`config.mk`:
```
export PLATFORM = sky130hd
export DESIGN_NAME = priority_bitmap_task_scheduler_core
export DESIGN_NICKNAME = d
export VERILOG_FILES = /design/src/hw/rtl/pbts_pkg.sv /design/src/hw/rtl/pbts_ctrl.sv /design/src/hw/rtl/pbts_dp.sv /design/src/hw/rtl/priority_bitmap_task_scheduler_core.sv
export SDC_FILE = /design/constraint.sdc
export NUM_CORES = 1
export LEC_CHECK = 0
export BUFFER_PORTS_ARGS = -buffer_cell sky130_fd_sc_hd__buf_2
export CORE_ASPECT_RATIO = 2
export CORE_MARGIN = 3
export CORE_UTILIZATION = 65
export DETAILED_ROUTE_END_ITERATION = 12
export PLACE_DENSITY = 0.83
export SLEW_MARGIN = 20
export SYNTH_ARGS = -nofsm -noshare
export SYNTH_HDL_FRONTEND = slang
export SYNTH_SLANG_ARGS = --single-unit
```
`constraint.sdc`:
```
create_clock -name clk -period 8.2 [get_ports clk]
set_input_delay 1.23 -clock clk [delete_from_list [all_inputs] [get_ports clk]]
set_output_delay 1.23 -clock clk [all_outputs]
set_load 0.03 [all_outputs]
```
`src/hw/rtl/pbts_pkg.sv`:
```
// ----------------------------------------------------------------------------
// pbts_pkg
// Shared types and codes for the fixed-priority bitmap task scheduler.
// ----------------------------------------------------------------------------
package pbts_pkg;

  localparam logic [1:0] OP_CREATE   = 2'd0;
  localparam logic [1:0] OP_RELEASE  = 2'd1;
  localparam logic [1:0] OP_SCHEDULE = 2'd2;
  localparam logic [1:0] OP_YIELD    = 2'd3;

  localparam logic [2:0] ST_CREATED  = 3'd0;
  localparam logic [2:0] ST_FULL     = 3'd1;
  localparam logic [2:0] ST_RELEASED = 3'd2;
  localparam logic [2:0] ST_BAD_ID   = 3'd3;
  localparam logic [2:0] ST_NONE     = 3'd4;
  localparam logic [2:0] ST_SAME     = 3'd5;
  localparam logic [2:0] ST_SWITCHED = 3'd6;
  localparam logic [2:0] ST_UNUSED   = 3'd7;

  localparam int unsigned FIELD_W = 5;

  typedef enum logic [2:0] {
    S_IDLE,
    S_EXEC,
    S_LEVEL,
    S_MATCH,
    S_PICK,
    S_DONE
  } state_t;

  typedef struct packed {
    logic load;
    logic exec;
    logic level;
    logic match;
    logic pick;
    logic push;
  } cmd_t;

  typedef struct packed {
    logic [1:0] op;
    logic       out_free;
  } stat_t;

endpackage

```
`src/hw/rtl/pbts_ctrl.sv`:
```
// ----------------------------------------------------------------------------
// pbts_ctrl
// Sequencer: steps one transaction through execute and, for schedule and yield,
// level search, task match and pick, then result push.
// ----------------------------------------------------------------------------
module pbts_ctrl (
  input  logic           clk,
  input  logic           rst,
  input  logic           s_tvalid,
  output logic           s_tready,
  input  pbts_pkg::stat_t stat,
  output pbts_pkg::cmd_t  cmd
);

  pbts_pkg::state_t state, state_next;

  always_ff @(posedge clk) begin
    if (rst) begin
      state <= pbts_pkg::S_IDLE;
    end else begin
      state <= state_next;
    end
  end

  always_comb begin
    state_next = state;
    cmd        = '0;
    s_tready   = 1'b0;
    unique case (state)
      pbts_pkg::S_IDLE: begin
        s_tready = !rst;
        if (s_tvalid && !rst) begin
          cmd.load   = 1'b1;
          state_next = pbts_pkg::S_EXEC;
        end
      end
      pbts_pkg::S_EXEC: begin
        cmd.exec = 1'b1;
        if (stat.op == pbts_pkg::OP_CREATE || stat.op == pbts_pkg::OP_RELEASE) begin
          state_next = pbts_pkg::S_DONE;
        end else begin
          state_next = pbts_pkg::S_LEVEL;
        end
      end
      pbts_pkg::S_LEVEL: begin
        cmd.level  = 1'b1;
        state_next = pbts_pkg::S_MATCH;
      end
      pbts_pkg::S_MATCH: begin
        cmd.match  = 1'b1;
        state_next = pbts_pkg::S_PICK;
      end
      pbts_pkg::S_PICK: begin
        cmd.pick   = 1'b1;
        state_next = pbts_pkg::S_DONE;
      end
      pbts_pkg::S_DONE: begin
        if (stat.out_free) begin
          cmd.push   = 1'b1;
          state_next = pbts_pkg::S_IDLE;
        end
      end
      default: begin
        state_next = pbts_pkg::S_IDLE;
      end
    endcase
  end

endmodule

```
`src/hw/rtl/pbts_dp.sv`:
```
// ----------------------------------------------------------------------------
// pbts_dp
// Datapath: task table, ready marks, level bitmap, running task, search
// registers and the output register.
// ----------------------------------------------------------------------------
module pbts_dp #(
  parameter int unsigned TASK_SLOTS      = 32,
  parameter int unsigned PRIORITY_LEVELS = 32
) (
  input  logic            clk,
  input  logic            rst,
  input  logic [15:0]     s_tdata,
  input  logic [1:0]      s_tuser,
  output logic            m_tvalid,
  input  logic            m_tready,
  output logic [15:0]     m_tdata,
  output logic [3:0]      m_tuser,
  input  pbts_pkg::cmd_t  cmd,
  output pbts_pkg::stat_t stat
);

  localparam int unsigned IW = (TASK_SLOTS > 1) ? $clog2(TASK_SLOTS) : 1;
  localparam int unsigned CW = $clog2(TASK_SLOTS + 1);
  localparam int unsigned LW = (PRIORITY_LEVELS > 1) ? $clog2(PRIORITY_LEVELS) : 1;
  localparam int unsigned FW = pbts_pkg::FIELD_W;

  logic [1:0]                 op;
  logic [FW-1:0]              id;
  logic [FW-1:0]              pr;
  logic [LW-1:0]              prio [TASK_SLOTS];
  logic [TASK_SLOTS-1:0]      ready;
  logic [PRIORITY_LEVELS-1:0] levels;
  logic [CW-1:0]              count;
  logic [IW-1:0]              run_task;
  logic                       run_valid;
  logic [LW-1:0]              lvl;
  logic                       lvl_found;
  logic [TASK_SLOTS-1:0]      match;

  logic [2:0]    res_status;
  logic [FW-1:0] res_index;
  logic          res_prev_valid;
  logic [FW-1:0] res_prev_task;

  logic [2:0]    out_status;
  logic [FW-1:0] out_index;
  logic          out_prev_valid;
  logic [FW-1:0] out_prev_task;

  logic                  full;
  logic                  bad_id;
  logic [LW-1:0]         pr_sat;
  logic [IW-1:0]         cnt_idx;
  logic [IW-1:0]         mark_idx;
  logic                  mark_en;
  logic [LW-1:0]         lvl_enc;
  logic [IW-1:0]         pick;
  logic [TASK_SLOTS-1:0] rest;
  logic                  same;

  assign full     = (count == CW'(TASK_SLOTS));
  assign bad_id   = ({2'b00, id} >= 7'(count));
  assign pr_sat   = ({2'b00, pr} >= 7'(PRIORITY_LEVELS)) ? LW'(PRIORITY_LEVELS - 1) : LW'(pr);
  assign cnt_idx  = IW'(count);
  assign mark_idx = (op == pbts_pkg::OP_RELEASE) ? IW'(id) : run_task;
  assign mark_en  = (op == pbts_pkg::OP_RELEASE) ? !bad_id
                  : (op == pbts_pkg::OP_YIELD) && run_valid;

  always_comb begin
    lvl_enc = '0;
    for (int i = PRIORITY_LEVELS - 1; i >= 0; i--) begin
      if (levels[i]) begin
        lvl_enc = LW'(i);
      end
    end
  end

  always_comb begin
    pick = '0;
    for (int i = TASK_SLOTS - 1; i >= 0; i--) begin
      if (match[i]) begin
        pick = IW'(i);
      end
    end
  end

  assign rest = match & ~(TASK_SLOTS'(1) << pick);
  assign same = run_valid && (pick == run_task);

  always_ff @(posedge clk) begin
    if (cmd.exec && op == pbts_pkg::OP_CREATE && !full) begin
      prio[cnt_idx] <= pr_sat;
    end
  end

  always_ff @(posedge clk) begin
    if (cmd.load) begin
      op <= s_tuser;
      id <= s_tdata[FW-1:0];
      pr <= s_tdata[2*FW-1:FW];
    end
    if (cmd.level) begin
      lvl       <= lvl_enc;
      lvl_found <= |levels;
    end
    if (cmd.match) begin
      for (int i = 0; i < TASK_SLOTS; i++) begin
        match[i] <= ready[i] && (prio[i] == lvl) && (CW'(i) < count) && lvl_found;
      end
    end
    if (cmd.exec) begin
      res_prev_valid <= 1'b0;
      res_prev_task  <= '0;
      unique case (op)
        pbts_pkg::OP_CREATE: begin
          res_status <= full ? pbts_pkg::ST_FULL : pbts_pkg::ST_CREATED;
          res_index  <= full ? '0 : FW'(count);
        end
        pbts_pkg::OP_RELEASE: begin
          res_status <= bad_id ? pbts_pkg::ST_BAD_ID : pbts_pkg::ST_RELEASED;
          res_index  <= bad_id ? '0 : id;
        end
        default: begin
          res_status <= pbts_pkg::ST_NONE;
          res_index  <= '0;
        end
      endcase
    end
    if (cmd.pick && |match) begin
      res_index <= FW'(pick);
      if (same) begin
        res_status <= pbts_pkg::ST_SAME;
      end else begin
        res_status     <= pbts_pkg::ST_SWITCHED;
        res_prev_valid <= run_valid;
        res_prev_task  <= run_valid ? FW'(run_task) : '0;
      end
    end
    if (cmd.push) begin
      out_status     <= res_status;
      out_index      <= res_index;
      out_prev_valid <= res_prev_valid;
      out_prev_task  <= res_prev_task;
    end
  end

  always_ff @(posedge clk) begin
    if (rst) begin
      ready     <= '0;
      levels    <= '0;
      count     <= '0;
      run_task  <= '0;
      run_valid <= 1'b0;
      m_tvalid  <= 1'b0;
    end else begin
      if (cmd.exec) begin
        if (op == pbts_pkg::OP_CREATE && !full) begin
          ready[cnt_idx] <= 1'b0;
          count          <= count + CW'(1);
        end
        if (mark_en) begin
          ready[mark_idx] <= 1'b1;
          levels          <= levels | (PRIORITY_LEVELS'(1) << prio[mark_idx]);
        end
      end
      if (cmd.pick && |match && !same) begin
        ready[pick] <= 1'b0;
        if (rest == '0) begin
          levels[lvl] <= 1'b0;
        end
        run_task  <= pick;
        run_valid <= 1'b1;
      end
      if (cmd.push) begin
        m_tvalid <= 1'b1;
      end else if (m_tready) begin
        m_tvalid <= 1'b0;
      end
    end
  end

  assign stat.op       = op;
  assign stat.out_free = !m_tvalid || m_tready;

  assign m_tdata = {6'b0, out_prev_task, out_index};
  assign m_tuser = {out_prev_valid, out_status};

endmodule

```
`src/hw/rtl/priority_bitmap_task_scheduler_core.sv`:
```
// ----------------------------------------------------------------------------
// priority_bitmap_task_scheduler_core
// Fixed-priority task dispatcher with a per-level ready bitmap.
// ----------------------------------------------------------------------------
// Usage:
//   Input channel s_*: one transaction is one operation. s_tuser carries the
//   opcode (create, release, schedule, yield); s_tdata carries task_id and
//   task_priority. Output channel m_*: one transaction per operation, with
//   status and prev_valid in m_tuser and task_index and prev_task in m_tdata.
//   Operations are handled one at a time. Create and release go through
//   execute to the output register; schedule and yield go through execute,
//   level search, task match and pick first. s_tready returns in the cycle
//   right after the result is loaded, so an operation is accepted only once
//   the result of the one before it has been loaded.
//   The output register holds a result until taken; the next operation is
//   accepted meanwhile and its result waits in the datapath while m_tready
//   is low. Reset holds s_tready low and clears the ready marks, the bitmap,
//   the task count and the running task; priorities of tasks never created
//   are not defined.
// ----------------------------------------------------------------------------
module priority_bitmap_task_scheduler_core #(
  parameter int unsigned TASK_SLOTS      = 32,
  parameter int unsigned PRIORITY_LEVELS = 32
) (
  input  logic        clk,
  input  logic        rst,
  input  logic        s_tvalid,
  output logic        s_tready,
  input  logic [15:0] s_tdata,   // task_id[4:0], task_priority[9:5]
  input  logic [1:0]  s_tuser,   // op[1:0]
  output logic        m_tvalid,
  input  logic        m_tready,
  output logic [15:0] m_tdata,   // task_index[4:0], prev_task[9:5]
  output logic [3:0]  m_tuser    // status[2:0], prev_valid[3]
);

  pbts_pkg::cmd_t  cmd;
  pbts_pkg::stat_t stat;

  pbts_ctrl u_ctrl (
    .clk      (clk),
    .rst      (rst),
    .s_tvalid (s_tvalid),
    .s_tready (s_tready),
    .stat     (stat),
    .cmd      (cmd)
  );

  pbts_dp #(
    .TASK_SLOTS      (TASK_SLOTS),
    .PRIORITY_LEVELS (PRIORITY_LEVELS)
  ) u_dp (
    .clk      (clk),
    .rst      (rst),
    .s_tdata  (s_tdata),
    .s_tuser  (s_tuser),
    .m_tvalid (m_tvalid),
    .m_tready (m_tready),
    .m_tdata  (m_tdata),
    .m_tuser  (m_tuser),
    .cmd      (cmd),
    .stat     (stat)
  );

endmodule

```
# [Yosys cells after proc, flatten, opt, wreduce, memory -nomap -nowiden]
# Memory sizes are Yosys's and may differ from the RTL's.
# Cells that the tools add are included.
[classes] n_addsub=1 n_reduce_logical=128 n_mux=120 magnitude_cmp=41 n_eq_ne=43 n_shift=2 bitwise_logic=10
[ops] op="$mux W32" count=12
[ops] op="$mux W5" count=57
[ops] op="$eq A5 B5 Y1" count=33
[ops] op="$and A32 B32 Y32" count=4
[ops] op="$not A32 Y32" count=4
[ops] op="$logic_and A1 B1 Y1" count=108
[ops] op="$lt A5 B6 Y1 const A" count=16
[ops] op="$or A32 B32 Y32" count=2
[ops] op="$reduce_or A32 Y1" count=2
[ops] op="$shl A1 B5 Y32 const A" count=2
[ops] op="$lt A4 B6 Y1 const A" count=8
[ops] op="$logic_not A32 Y1" count=1
[ops] op="$mux W4" count=8
[ops] op="$mux W3" count=9
[ops] op="$lt A3 B6 Y1 const A" count=4
[ops] op="$lt A5 B6 Y1 const B" count=4
[ops] op="$mux W1" count=24
[ops] op="$demux W1 S5" count=4
[ops] op="$ge A5 B1 Y1 const B" count=4
[ops] op="$pmux W3 S6" count=1
[ops] op="$reduce_or A16 Y1" count=1
[ops] op="$lt A1 B6 Y1 const A" count=2
[ops] op="$lt A2 B6 Y1 const A" count=2
[ops] op="$pmux W5 S2" count=1
[ops] op="other kinds (21)" count=32
[word_totals] memories=1 ff_bits=158 elab_cells=371 ram_bits=160 in_bits=22
[memory_table] memory="u_dp.prio" depth=32 width=5 read_ports=33 rd_ports_with_merged_regs=0 write_ports=1 line="pbts_dp.sv:30" text="logic [LW-1:0] prio [TASK_SLOTS];"

# [Logic depth before layout (Yosys ltp)]
# Gate-level depths: netlist of run 1.
[depth] word_depth=39 ltp_mapped=14 depth_no_buf=11

# [Hierarchy]
# A second synthesis of run 1 with hierarchy kept.
[hier_totals] hier_cells=1536 hier_area_um2=16377.0
[by_module_without_submodules] mod="pbts_dp" area_per_inst_um2=16176.8 n_inst=1 cells_each=1509
[by_module_without_submodules] mod="pbts_ctrl" area_per_inst_um2=200.2 n_inst=1 cells_each=27

# [Least setup slack after synthesis of run 1]
# No wires, ideal clock.
[synth_timing] path_kind="input-to-output" from="in rst" to="out s_tready" path_slack_ps=4653 n_path_buf=1 required_time_ps=6970 arrival_time_ps=2317 cell_stages=2 cell_sequence="buf_2 > nor4_1"
[synth_via] elab_chain_len=2
[synth_lines] element="start, declared" line="priority_bitmap_task_scheduler_core.sv:26" text="input logic rst,"
[synth_lines] element="$logic_not A1 Y1" line="pbts_ctrl.sv:31" text="s_tready = !rst;"
[synth_lines] element="$mux W1" line="pbts_ctrl.sv:29" text="unique case (state)"
[synth_lines] element="end, declared" line="priority_bitmap_task_scheduler_core.sv:28" text="output logic s_tready,"
# No other way between the ends.

# [Worst setup path after layout of run 1]
[layout_timing] from="reg u_dp.run_task[0]" to="reg u_dp.levels[1]"
[layout_via] elab_chain_len=10 word_cells_on_any_way=14
[layout_lines] element="start, declared" line="pbts_dp.sv:34" text="logic [IW-1:0] run_task;"
[layout_lines] element="start signal, assigned" line="pbts_dp.sv:171" text="run_task <= pick;"
[layout_lines] element="$mux W5" line="pbts_dp.sv:65" text="assign mark_idx = (op == pbts_pkg::OP_RELEASE) ? IW'(id) : run_task;"
[layout_lines] element="$mem_v2 Z32 W5"
[layout_lines] element="$shl A1 B5 Y32" line="pbts_dp.sv:163" text="levels <= levels | (PRIORITY_LEVELS'(1) << prio[mark_idx]);"
[layout_lines] element="$or A32 B32 Y32" line="pbts_dp.sv:163"
[layout_lines] element="$mux W32" line="pbts_dp.sv:161" text="if (mark_en) begin"
[layout_lines] element="$mux W32" line="pbts_dp.sv:156" text="if (cmd.exec) begin"
[layout_lines] element="$mux W32" line="pbts_dp.sv:148" text="if (rst) begin"
[layout_lines] element="$and A32 B32 Y32 (no line)"
[layout_lines] element="$mux W32" line="pbts_dp.sv:168" text="if (rest == '0) begin"
[layout_lines] element="$mux W32 *" line="pbts_dp.sv:166" text="if (cmd.pick && |match && !same) begin"
[layout_lines] element="end signal, assigned" line="pbts_dp.sv:163"
[layout_lines] element="end, declared" line="pbts_dp.sv:32" text="logic [PRIORITY_LEVELS-1:0] levels;"
# Mark *: on every way between the ends. The rest lies on a longest branch, timed or not. The select of a mux whose other input is x is not followed.
# A chain may end at the register's enable or synchronous reset.

==> key figures, run 1 <==
Power
  • Int Power: 2.608 mW
  • Cell Pwr Density: 192.7 nW/µm²
  • Gate power share: 7.7%
  • Clock network fraction of total power: 41.1%
  • Flop pwr share: 51.2%
  • NetSw: 844.9 µW
  • Peak VDD IR: 0.2086 mV
  • Leakage: 5.631 nW
  • Switching part of the total: 24.47%

Setup path
  • CP required: 8.69 ns
  • Worst-path cell chain: clkinv_1 > o21ai_4 > buf_4 > buf_4 > mux4_2 > nand2_1 > o31ai_1 > nor3_1 > and2_1 > a31oi_1 > a211oi_1
  • CP Launch Type: flop
  • WP data arrival: 5.63 ns
  • Max stage delay on crit path: 0.81 ns
  • Crit path launch: u_dp.run_task[0]
  • RR Startpoint: u_dp.run_task[0]
  • Reg-to-reg slack, setup: 3.06 ns
  • CP max FO: 32
  • Worst path slowest cell: nor3_1
  • Critical Setup Path Class: flop to flop
  • Most frequent CP cell: buf_4
  • Element type at the critical path end: flop

STA
  • Final worst slack: 3.059 ns
  • Final Skew: 0.01718 ns
  • Worst-margin pin slew: 1.209 ns
  • Final setup fails: 0
  • RSZ-0062 raised after global routing: no
  • Tmin final: 5.141 ns
  • Max-slew violations: 0
  • Setup TNS: 0 ns
  • Max Clk Rate: 194.5 MHz
  • Final period util: 62.69%
  • Hold Violations, Final: 0
  • Rel. slew slack: 19.22%

Floorplanning
  • Die Y-Extent: 231.0 µm
  • Core Area: 24730 µm²
  • Row Count: 81
  • Die span in x: 118.5 µm
  • Initial core utilization: 66.55%
  • I/O pin total: 44
  • Die ar.: 27380 µm²

Global route
  • First-pass GRT wire length: 80450 µm
  • Initial antenna violation count: 2
  • GR Util All Layers: 39.08%
  • GRT overflow: 0
  • Vias in the first global route: 13342
  • Largest net degree at the start of global routing: 57

CTS
  • Number of clock sinks: 318
  • # hold bufs at CTS: 0
  • CTS tree: done
  • Worst-case clock buffer depth: 3
  • CTS Buf Count: 29
  • Root Driver: clkbuf_16
  • Clk pin slew, worst setup/hold paths: 0.07 ns
  • # resized after CTS: 0
  • Setup Buffers After CTS: 0
  • Skew-Pair Late Insertion Delay: 0.58 ns
  • # H-tree levels: 1

Drt
  • Routed via count: 13491
  • DRC viols: 0
  • WL/cell: 29.11 µm
  • Post-Route WL: 53530 µm
  • 1st-pass router iterations: 11
  • Via/cell ratio: 7.336
  • First DRT Iteration DRCs: 1868
  • DRT antenna net count: 0

Placement
  • GPL Wtd Cong: 1.079
  • Hpwl dp: 37470 µm
  • Pre-CTS setup slack: 3.243 ns
  • Buffers on Ports: 31

Yosys
  • Post-synthesis xor/xnor area fraction: 8.728%
  • Synth Area in Adders: 0.6843%
  • Syn. warnings: 0
  • Sequential-to-total area share from yosys stat: 52.79%
  • Cell Area, Synth: 16460 µm²
  • EDFF count, synth: 232
  • Post-synth ARST share: 0%
  • Syn avg cell area: 11.12 µm²
  • Simple logic cell fraction of the synthesized area: 14.86%
  • Distinct cells, synth: 90
  • Top_reg_cell synth: edfxtp_1
  • Yosys reg bits: 318
  • Compound-Gate Fraction of Synth Area: 15.95%
  • Post-synthesis mux area share: 3.543%
  • Mapped Cells: 1480
  • Largest family of logic cells by synthesized area: compound AO/OA/AOI/OAI gates

Flow run
  • Max-cap violations: 0

Final layout
  • Fraction of layout cells with a size suffix above 1: 11.83%
  • Nets: 1513
  • Multi-input gate area: 7277 µm²
  • Most frequent cells in the layout: edfxtp_1, xnor2_1, nand2_1
  • Register area: 8688 µm²
  • Fillers: 1752
  • Commonest non-fill, non-tap cell in the layout: edfxtp_1
  • P&R area growth vs syn: 8.873%

Min path
  • Hold crit path type: flop to flop
  • Worst Min Path Start: u_dp.res_status[1]

Status
  • Status: finished clean
## routing by layer
layer | up-vias | GRT usage [%] | routed length, µm
met5 | - | 0 | 13
met3 | 358 | 7.619 | 4973
met4 | 2 | 32.68 | 5938
met2 | 1018 | 67.13 | 26310
li1 | 5643 | - | -
met1 | 6470 | 40.94 | 16300
## registers in the layout (all words and copies together), names as in the netlist, 2 cells and up
signal / count
u_dp.pr: 5
u_dp.prio: 160
u_dp.levels: 32
u_dp.out_status: 3
u_dp.ready: 32
u_dp.res_index: 5
u_dp.res_prev_task: 5
u_dp.count: 6
u_dp.lvl: 5
u_dp.out_index: 5
u_dp.id: 5
u_dp.out_prev_task: 5
u_dp.op: 2
u_dp.match: 32
u_ctrl.state: 3
u_dp.run_task: 5
u_dp.res_status: 3
## power by group through the flow
stage	registers [mW]	logic, mW	clock network [mW]
floorplan	1.80	0.171	0
global placement	1.81	0.240	0
detailed placement	1.80	0.251	0
CTS	1.77	0.252	1.42
global route	1.77	0.276	1.49
finish	1.77	0.266	1.42
## stage by stage
stage / utilization [%] / power [mW] / hold slack, ns / cell area [µm²] / cells
after floorplan: - / 1.966 / 0.4003 / 16480 / 1485
after global placement: 68.07 / 2.045 / 0.4011 / 16830 / 1780
after detailed placement: 68.24 / 2.054 / 0.4063 / 16870 / 1782
after CTS: 72.31 / 3.439 / 0.4222 / 17880 / 1836
after global routing: 72.44 / 3.537 / 0.4399 / 17910 / 1838
final: 72.46 / 3.453 / 0.4231 / 17920 / 1839
## cell usage after synthesis, drive strengths merged (9+ instances only)
master     n  area share (%)
nor2     111             2.5
o21ai     50             1.5
a21oi     78             2.4
clkbuf    51             1.2
a221oi    27             1.5
nor2b     11            0.42
mux2i     11            0.67
a2111oi   10            0.68
or4       11            0.52
nand4     35             1.5
xnor2    126             6.7
buf       40             1.3
edfxtp   232              42
o2111ai   11            0.59
dfxtp     86              10
o31ai     15            0.68
nor4      39             2.0
a22oi     13            0.59
a31oi     20            0.85
nand2    111             2.5
ha         9            0.68
xor2      38             2.0
nor3      45             1.4
or2        9            0.34
o211ai    14            0.64
mux4      20             2.7
nand3     28            0.85
a211oi    59             2.7
inv       37            0.84
## kinds of logic after synthesis
| group | count (synthesis) |
|---|---|
| multiplexers | 33 |
| other | 1 |
| buffers and inverters | 131 |
| adder cells (fa/ha/maj) | 9 |
| XOR/XNOR | 164 |
| AND/OR/NAND/NOR | 457 |
| AO/OA/AOI/OAI | 367 |
| flip-flops | 318 |
## path summary, 6_finish.rpt
| path | to | cells after the start |
|---|---|---|
| setup / recovery | u_dp.levels[1] | 11 |
| hold / removal | u_dp.out_status[1] | 0 |
| setup reg to reg | u_dp.levels[1] | 11 |
| hold reg to reg | u_dp.out_status[1] | 0 |
## layout make-up
type / count / share of cell area [%]
Antenna cell: 2 / 0.02793
Clock buffer: 34 / 4.560
Clock inverter: 20 / 1.068
Inverter: 40 / 0.8380
Multi-Input combinational cell: 1036 / 40.61
Sequential cell: 318 / 48.49
Tap cell: 332 / 2.318
Timing Repair Buffer: 57 / 2.081
## worst max-delay path, delay by kind of cell, from the launching register on
kind            cells  cell delay (ns)
buf+inv             3             1.43
flops               1             0.55
mux                 1             0.53
simple gates        3             1.38
compound gates      4             1.11
Note: power is estimated with default switching activity, not from simulation.
==> run 2: changes to the inputs <==
--- a/config.mk
+++ b/config.mk
@@ -8,9 +8,9 @@
 export BUFFER_PORTS_ARGS = -buffer_cell sky130_fd_sc_hd__buf_2
 export CORE_ASPECT_RATIO = 2
 export CORE_MARGIN = 3
-export CORE_UTILIZATION = 65
+export CORE_UTILIZATION = 63
 export DETAILED_ROUTE_END_ITERATION = 12
-export PLACE_DENSITY = 0.83
+export PLACE_DENSITY = 0.8
 export SLEW_MARGIN = 20
 export SYNTH_ARGS = -nofsm -noshare
 export SYNTH_HDL_FRONTEND = slang
==> constraint.sdc (replaced) <==
create_clock -name clk -period 5.06 [get_ports clk]
set_input_delay 0.759 -clock clk [delete_from_list [all_inputs] [get_ports clk]]
set_output_delay 0.759 -clock clk [all_outputs]
set_load 0.03 [all_outputs]
==> run 2 against run 1 <==
  * Core utilization is 2.0 points lower
  * Clock skew is 0.00074 ns higher
  * Global-route usage is 0.056 points higher
  * First-iteration DRC count is 4.0% lower
  * Critical path type unchanged
  * Largest cell class unchanged
  * Highest routed layer is now met4
==> key figures, run 2 (synthesis gave the netlist of run 1 again) <==
Setup path
  • Element type at the critical path end: flop
  • Worst path slowest cell: o21ai_0
  • CP required: 5.53 ns (-3.16 ns)
  • Critical Setup Path Class: flop to flop
  • Most frequent CP cell: buf_4
  • CP max FO: 13 (-59%)
  • Worst path top cell family by delay: simple AND/OR/NAND/NOR gates
  • WP data arrival: 5.15 ns (-0.48 ns)
  • Worst Path Buf+Inv: 3 (unchanged)
  • CP Launch Type: flop
  • Worst-path cell chain: nor2b_1 > buf_4 > mux2i_2 > buf_4 > buf_4 > a211o_1 > a32oi_1 > o21ai_0 > and4b_1 > nor2b_1 > a21oi_1 > a211oi_1
  • Max stage delay on crit path: 0.70 ns (-0.11 ns)

Drt
  • Post-Route WL: 55230 µm (+3.2%)
  • DRT antenna net count: 0 (unchanged)
  • Routed via count: 13319 (-1.3%)
  • WL/cell: 29.41 µm (+1.0%)
  • Via/cell ratio: 7.092 (-3.3%)
  • DRC viols: 0 (unchanged)
  • 1st-pass router iterations: 7 (-4)
  • First DRT Iteration DRCs: 1794 (-4.0%)

CTS
  • Worst-case clock buffer depth: 3 (unchanged)
  • CTS tree: done
  • Root Driver: clkbuf_16
  • Skew-Pair Late Insertion Delay: 0.58 ns (about the same)
  • CTS Buf Count: 28 (-3.4%)
  • # H-tree levels: 1 (unchanged)
  • # resized after CTS: 0 (unchanged)
  • Clk pin slew, worst setup/hold paths: 0.07 ns (about the same)
  • Setup Buffers After CTS: 0 (unchanged)
  • Number of clock sinks: 318 (unchanged)
  • # hold bufs at CTS: 0 (unchanged)

STA
  • Final period util: 92.48% (+30 points)
  • Final setup fails: 0 (unchanged)
  • Rel. slew slack: 21.11% (+1.9 points)
  • Final Skew: 0.01792 ns (+0.0007416 ns)
  • Hold Violations, Final: 0 (unchanged)
  • RSZ-0062 raised after global routing: no
  • Fin Hold WS: 0.3481 ns (-0.07493 ns)
  • Max-slew violations: 0 (unchanged)
  • Tmin final: 4.680 ns (-0.4610 ns)
  • Setup TNS: 0 ns (unchanged)
  • Final worst slack: 0.3804 ns (-2.679 ns)
  • Max Clk Rate: 213.7 MHz (+9.9%)
  • Worst-margin pin slew: 1.181 ns (-0.02774 ns)

Floorplanning
  • Die Y-Extent: 234.6 µm (+1.5%)
  • Initial core utilization: 64.16% (-2.4 points)
  • I/O pin total: 44 (unchanged)
  • Die ar.: 28220 µm² (+3.1%)
  • Die span in x: 120.3 µm (+1.5%)
  • Row Count: 83 (+2.5%)
  • Core Area: 25650 µm² (+3.7%)

Power
  • Peak VDD IR: 0.3239 mV (+55%)
  • Leakage: 5.744 nW (+2.0%)
  • Cell Pwr Density: 302.4 nW/µm² (+57%)

Final layout
  • Most frequent cells in the layout: edfxtp_1, xnor2_1, nand2_1
  • Fillers: 1934 (+10%)
  • P&R area growth vs syn: 9.769%
  • Non-Filler Instances: 1878 (+2.1%)
  • Commonest non-fill, non-tap cell in the layout: edfxtp_1
  • Max FFs per register: 160 (unchanged)
  • Biggest register: u_dp.prio
  • Fraction of layout cells with a size suffix above 1: 12.82% (+0.99 points)
  • Nets: 1546 (+2.2%)
  • Non-Filler Cell Area, Final: 18060 µm² (+0.82%)

Global route
  • GRT overflow: 0 (unchanged)
  • GR Util All Layers: 39.14% (+0.056 points)
  • Met2 Track Usage GR: 67.32% (+0.19 points)
  • First-pass GRT wire length: 81620 µm (+1.5%)
  • Vias in the first global route: 13328 (-0.10%)
  • Largest net degree at the start of global routing: 44 (-23%)
  • Initial antenna violation count: 1 (-1)
  • Met1 Use GR: 41.94% (+1.0 points)
  • GR met3 Demand/Resource: 6.732% (-0.89 points)
  • Most used routing layer in global routing: met2

Placement
  • DP Cell Count: 1825 (+2.4%)
  • Hpwl dp: 38990 µm (+4.0%)
  • GPL Wtd Cong: 1.107 (+2.6%)
  • Buffers on Ports: 31 (unchanged)
  • Pre-CTS setup slack: 0.8718 ns (-2.371 ns)
  • Dpl cell area: 17160 µm² (+1.7%)

Min path
  • Hold crit path type: primary input to flop

Status
  • Status: finished clean

Flow run
  • Max-cap violations: 0 (unchanged)
-- run 2: cell count changes in the layout (fill, tap and decap cells not counted), sizes merged --
cell      change
buf          +34
clkbuf        -4
clkinv        +8
clkinvlp      -2
diode         -1
inv           -4
-- run 2: path summary, 6_finish.rpt --
| check | startpoint | end | slack [ns] | depth (start not counted) |
|---|---|---|---|---|
| setup / recovery | u_dp.op[1] | u_dp.levels[9] | 0.38 | 12 |
| hold / removal | s_tuser[0] | u_dp.op[0] | 0.35 | 1 |
| setup reg to reg | u_dp.op[1] | u_dp.levels[9] | 0.38 | 12 |
| hold reg to reg | u_dp.res_status[2] | u_dp.out_status[2] | 0.43 | 0 |
-- run 2: where the power goes --
group          switching, mW  internal (mW)  total (mW)
Clock                   1.00           1.15        2.15
Combinational          0.308          0.140       0.448
Sequential            0.0399           2.82        2.86
Total                   1.35           4.11        5.46
-- run 2: final cells by class --
| class | count | area, µm² | area share (%) |
|---|---|---|---|
| clock buffers | 30 | 729.5 | 4.038 |
| multi-input cells | 1036 | 7251 | 40.14 |
| flip-flops and latches | 318 | 8688 | 48.10 |
| well taps | 340 | 425.4 | 2.355 |
| diodes | 1 | 2.502 | 0.01385 |
| inverters | 40 | 150.1 | 0.8311 |
| repair buffers | 91 | 645.6 | 3.574 |
| clock inverters | 22 | 172.7 | 0.9558 |
-- run 2: routing by layer --
metal | vias up | share of wire [%]
li1 | 5719 | -
met1 | 6412 | 32
met2 | 877 | 50
met3 | 311 | 8.6
met4 | 0 | 10
met5 | - | 0
-- run 2: metrics by stage --
stage,power [mW],util (%)
final,5.463,70.43
after global routing,5.596,70.42
after CTS,5.433,70.41
after detailed placement,3.348,66.89
after global placement,3.335,66.77
after floorplan,3.186,-
-- run 2: worst register-to-register path: stages, from the launching register on --
cell      delay [ns]
edfxtp_1        0.51
nor2b_1         0.40
buf_4           0.23
mux2i_2         0.57
buf_4           0.38
buf_4           0.20
a211o_1         0.09
a32oi_1         0.09
o21ai_0         0.70
and4b_1         0.33
nor2b_1         0.64
a21oi_1         0.15
a211oi_1        0.28
==> run 3: changes to the inputs <==
--- a/config.mk
+++ b/config.mk
@@ -8,9 +8,10 @@
 export BUFFER_PORTS_ARGS = -buffer_cell sky130_fd_sc_hd__buf_2
 export CORE_ASPECT_RATIO = 2
 export CORE_MARGIN = 3
-export CORE_UTILIZATION = 63
+export CORE_UTILIZATION = 65
+export CTS_CLUSTER_DIAMETER = 50
 export DETAILED_ROUTE_END_ITERATION = 12
-export PLACE_DENSITY = 0.8
+export PLACE_DENSITY = 0.83
 export SLEW_MARGIN = 20
 export SYNTH_ARGS = -nofsm -noshare
 export SYNTH_HDL_FRONTEND = slang
==> constraint.sdc (replaced) <==
create_clock -name clk -period 6 [get_ports clk]
set_input_delay 0.9 -clock clk [delete_from_list [all_inputs] [get_ports clk]]
set_output_delay 0.9 -clock clk [all_outputs]
set_load 0.03 [all_outputs]
==> run 3 against run 2 <==
  * Wire length is 1.4% lower
  * Maximum frequency down 4.4%
  * First-iteration DRC count shrank 16%
  * Clock skew is 0.00050 ns lower
  * Core utilization rose by 2.2 points
  * Worst hold slack better by 0.074 ns
  * Worst setup slack better by 0.72 ns
  * Combinational power down 18%
  * Die area down 3.0%
  * Largest cell class unchanged
==> key figures, run 3 (synthesis gave the netlist of run 1 again) <==
Status
  • Status: finished clean

STA
  • Rel. slew slack: 22.74% (+1.6 points)
  • Worst-margin pin slew: 1.149 ns (-0.03154 ns)
  • Final setup fails: 0 (unchanged)
  • Final worst slack: 1.104 ns (+0.7232 ns)
  • RSZ-0062 raised after global routing: no
  • Final period util: 81.61% (-11 points)
  • Final Skew: 0.01742 ns (-0.0005025 ns)
  • Setup TNS: 0 ns (unchanged)
  • Tmin final: 4.896 ns (+0.2168 ns)
  • Hold Violations, Final: 0 (unchanged)
  • Max Clk Rate: 204.2 MHz (-4.4%)
  • Max-slew violations: 0 (unchanged)

Final layout
  • Commonest non-fill, non-tap cell in the layout: edfxtp_1
  • Max FFs per register: 160 (unchanged)
  • P&R area growth vs syn: 9.184%
  • Most frequent cells in the layout: edfxtp_1, xnor2_1, nand2_1, nor2_1, dfxtp_1
  • Nets: 1518 (-1.8%)
  • Biggest register: u_dp.prio
  • Fillers: 1762 (-8.9%)
  • Fraction of layout cells with a size suffix above 1: 11.60% (-1.2 points)
  • Antenna Cells: 0 (-1)
  • Non-Filler Cell Area, Final: 17970 µm² (-0.53%)

Setup path
  • CP max FO: 28 (+15)
  • Crit Reg-Reg Endpoint: u_dp.levels[1]
  • Crit path launch: u_dp.op[0]
  • Critical Setup Path Class: flop to flop
  • Worst-path cell chain: nor2b_1 > buf_4 > o21ai_4 > buf_4 > mux4_2 > a22o_1 > a21oi_1 > and4b_1 > nor2b_1 > a31oi_1 > a211oi_1
  • Max stage delay on crit path: 0.78 ns (+0.08 ns)
  • Element type at the critical path end: flop
  • RR Startpoint: u_dp.op[0]
  • Cells on worst reg2reg path: 11 (-1)
  • Worst Path Buf+Inv: 2 (-1)
  • Reg-to-reg slack, setup: 1.10 ns (+0.72 ns)
  • Worst path depth: 11 (-1)
  • Worst path slowest cell: o21ai_4
  • CP required: 6.48 ns (+0.95 ns)
  • End of the critical path: u_dp.levels[1]
  • Worst path top cell family by delay: compound AO/OA/AOI/OAI gates
  • CP Launch Type: flop
  • WP data arrival: 5.38 ns (+0.23 ns)

Floorplanning
  • Core Area: 24730 µm² (-3.6%)
  • Initial core utilization: 66.55% (+2.4 points)
  • Die span in x: 118.5 µm (-1.5%)
  • Row Count: 81 (-2.4%)
  • Die Y-Extent: 231.0 µm (-1.5%)
  • I/O pin total: 44 (unchanged)
  • Die ar.: 27380 µm² (-3.0%)

Drt
  • DRC viols: 0 (unchanged)
  • Post-Route WL: 54450 µm (-1.4%)
  • DRT antenna net count: 0 (unchanged)
  • Via/cell ratio: 7.290 (+2.8%)
  • WL/cell: 29.58 µm (+0.58%)
  • Routed via count: 13420 (+0.76%)
  • 1st-pass router iterations: 6 (-1)
  • First DRT Iteration DRCs: 1499 (-16%)

Global route
  • Initial antenna violation count: 0 (-1)
  • First-pass GRT wire length: 81330 µm (-0.36%)
  • GRT overflow: 0 (unchanged)
  • Vias in the first global route: 13495 (+1.3%)
  • Largest net degree at the start of global routing: 57 (+30%)
  • GR Util All Layers: 39.50% (+0.36 points)

CTS
  • Skew-Pair Late Insertion Delay: 0.57 ns (about the same)
  • # H-tree levels: 1 (unchanged)
  • Number of clock sinks: 318 (unchanged)
  • CTS Buf Count: 28 (unchanged)
  • Clk pin slew, worst setup/hold paths: 0.07 ns (about the same)
  • CTS tree: done
  • Root Driver: clkbuf_16
  • Worst-case clock buffer depth: 3 (unchanged)
  • # hold bufs at CTS: 0 (unchanged)
  • Setup Buffers After CTS: 0 (unchanged)
  • # resized after CTS: 0 (unchanged)

Placement
  • Hpwl dp: 38360 µm (-1.6%)
  • Buffers on Ports: 31 (unchanged)
  • GPL Wtd Cong: 1.099 (-0.76%)
  • Pre-CTS setup slack: 1.239 ns (+0.3676 ns)
  • Dpl cell area: 16910 µm² (-1.5%)

Power
  • Leakage: 5.677 nW (-1.2%)
  • Cell Pwr Density: 269.5 nW/µm² (-11%)
  • Peak VDD IR: 0.2733 mV (-16%)

Flow run
  • Max-cap violations: 0 (unchanged)

Min path
  • Hold crit path type: flop to flop
## run 3: cell types whose count changed in the layout (fill, tap and decap cells not counted), sizes merged
cell      previous run  this run
inv                 39        40
clkinv              17        12
bufinv               2         8
clkbuf              30        29
buf                 91        63
diode                1         0
clkinvlp             4         3
## run 3: worst min path at each step
stage | to | slack, ns | depth (start not counted) | start
after floorplan | u_dp.out_index[0] | 0.40 | 0 | u_dp.res_index[0]
after global placement | u_dp.out_status[0] | 0.40 | 0 | u_dp.res_status[0]
after detailed placement | u_dp.out_index[4] | 0.41 | 0 | u_dp.res_index[4]
after CTS | u_dp.out_index[4] | 0.42 | 0 | u_dp.res_index[4]
after global routing | u_dp.out_index[2] | 0.43 | 0 | u_dp.res_index[2]
final | u_dp.out_status[0] | 0.42 | 0 | u_dp.res_status[0]
## run 3: area by class of cell
cell class                      count  area, µm²  area share (%)
Inverter                           40      150.1          0.8356
Tap cell                          332      415.4           2.312
Timing Repair Buffer               63      402.9           2.242
Clock inverter                     23      331.6           1.845
Multi-Input combinational cell   1036       7254           40.37
Clock buffer                       29      725.7           4.039
Sequential cell                   318       8688           48.35
## run 3: routing by layer
layer  share of wire [%]  up-vias  wire [µm]  track usage (%)
met3                 8.4      355       4584            6.349
met4                  10        0       5643            32.54
met1                  32     6441      17190            41.70
met5                   0        -          0                0
met2                  50      966      27040            68.74
li1                    -     5658          -                -
## run 3: power by group
part	internal, mW	switching (mW)	total [mW]
sequential	2.38	0.0319	2.41
combinational	0.109	0.257	0.366
clock	1.23	0.835	2.06
total	3.72	1.12	4.84
## run 3: per-stage QoR
step | utilization (%) | hold WS, ns | total power, mW | instances
6_report | 72.66 | 0.4217 | 4.843 | 1841
5_1_grt | 72.66 | 0.4277 | 4.944 | 1841
4_1_cts | 72.65 | 0.4235 | 4.827 | 1841
3_5_place_dp | 68.38 | 0.4083 | 2.811 | 1789
3_3_place_gp | 68.32 | 0.4018 | 2.802 | 1788
2_1_floorplan | - | 0.4003 | 2.687 | 1485
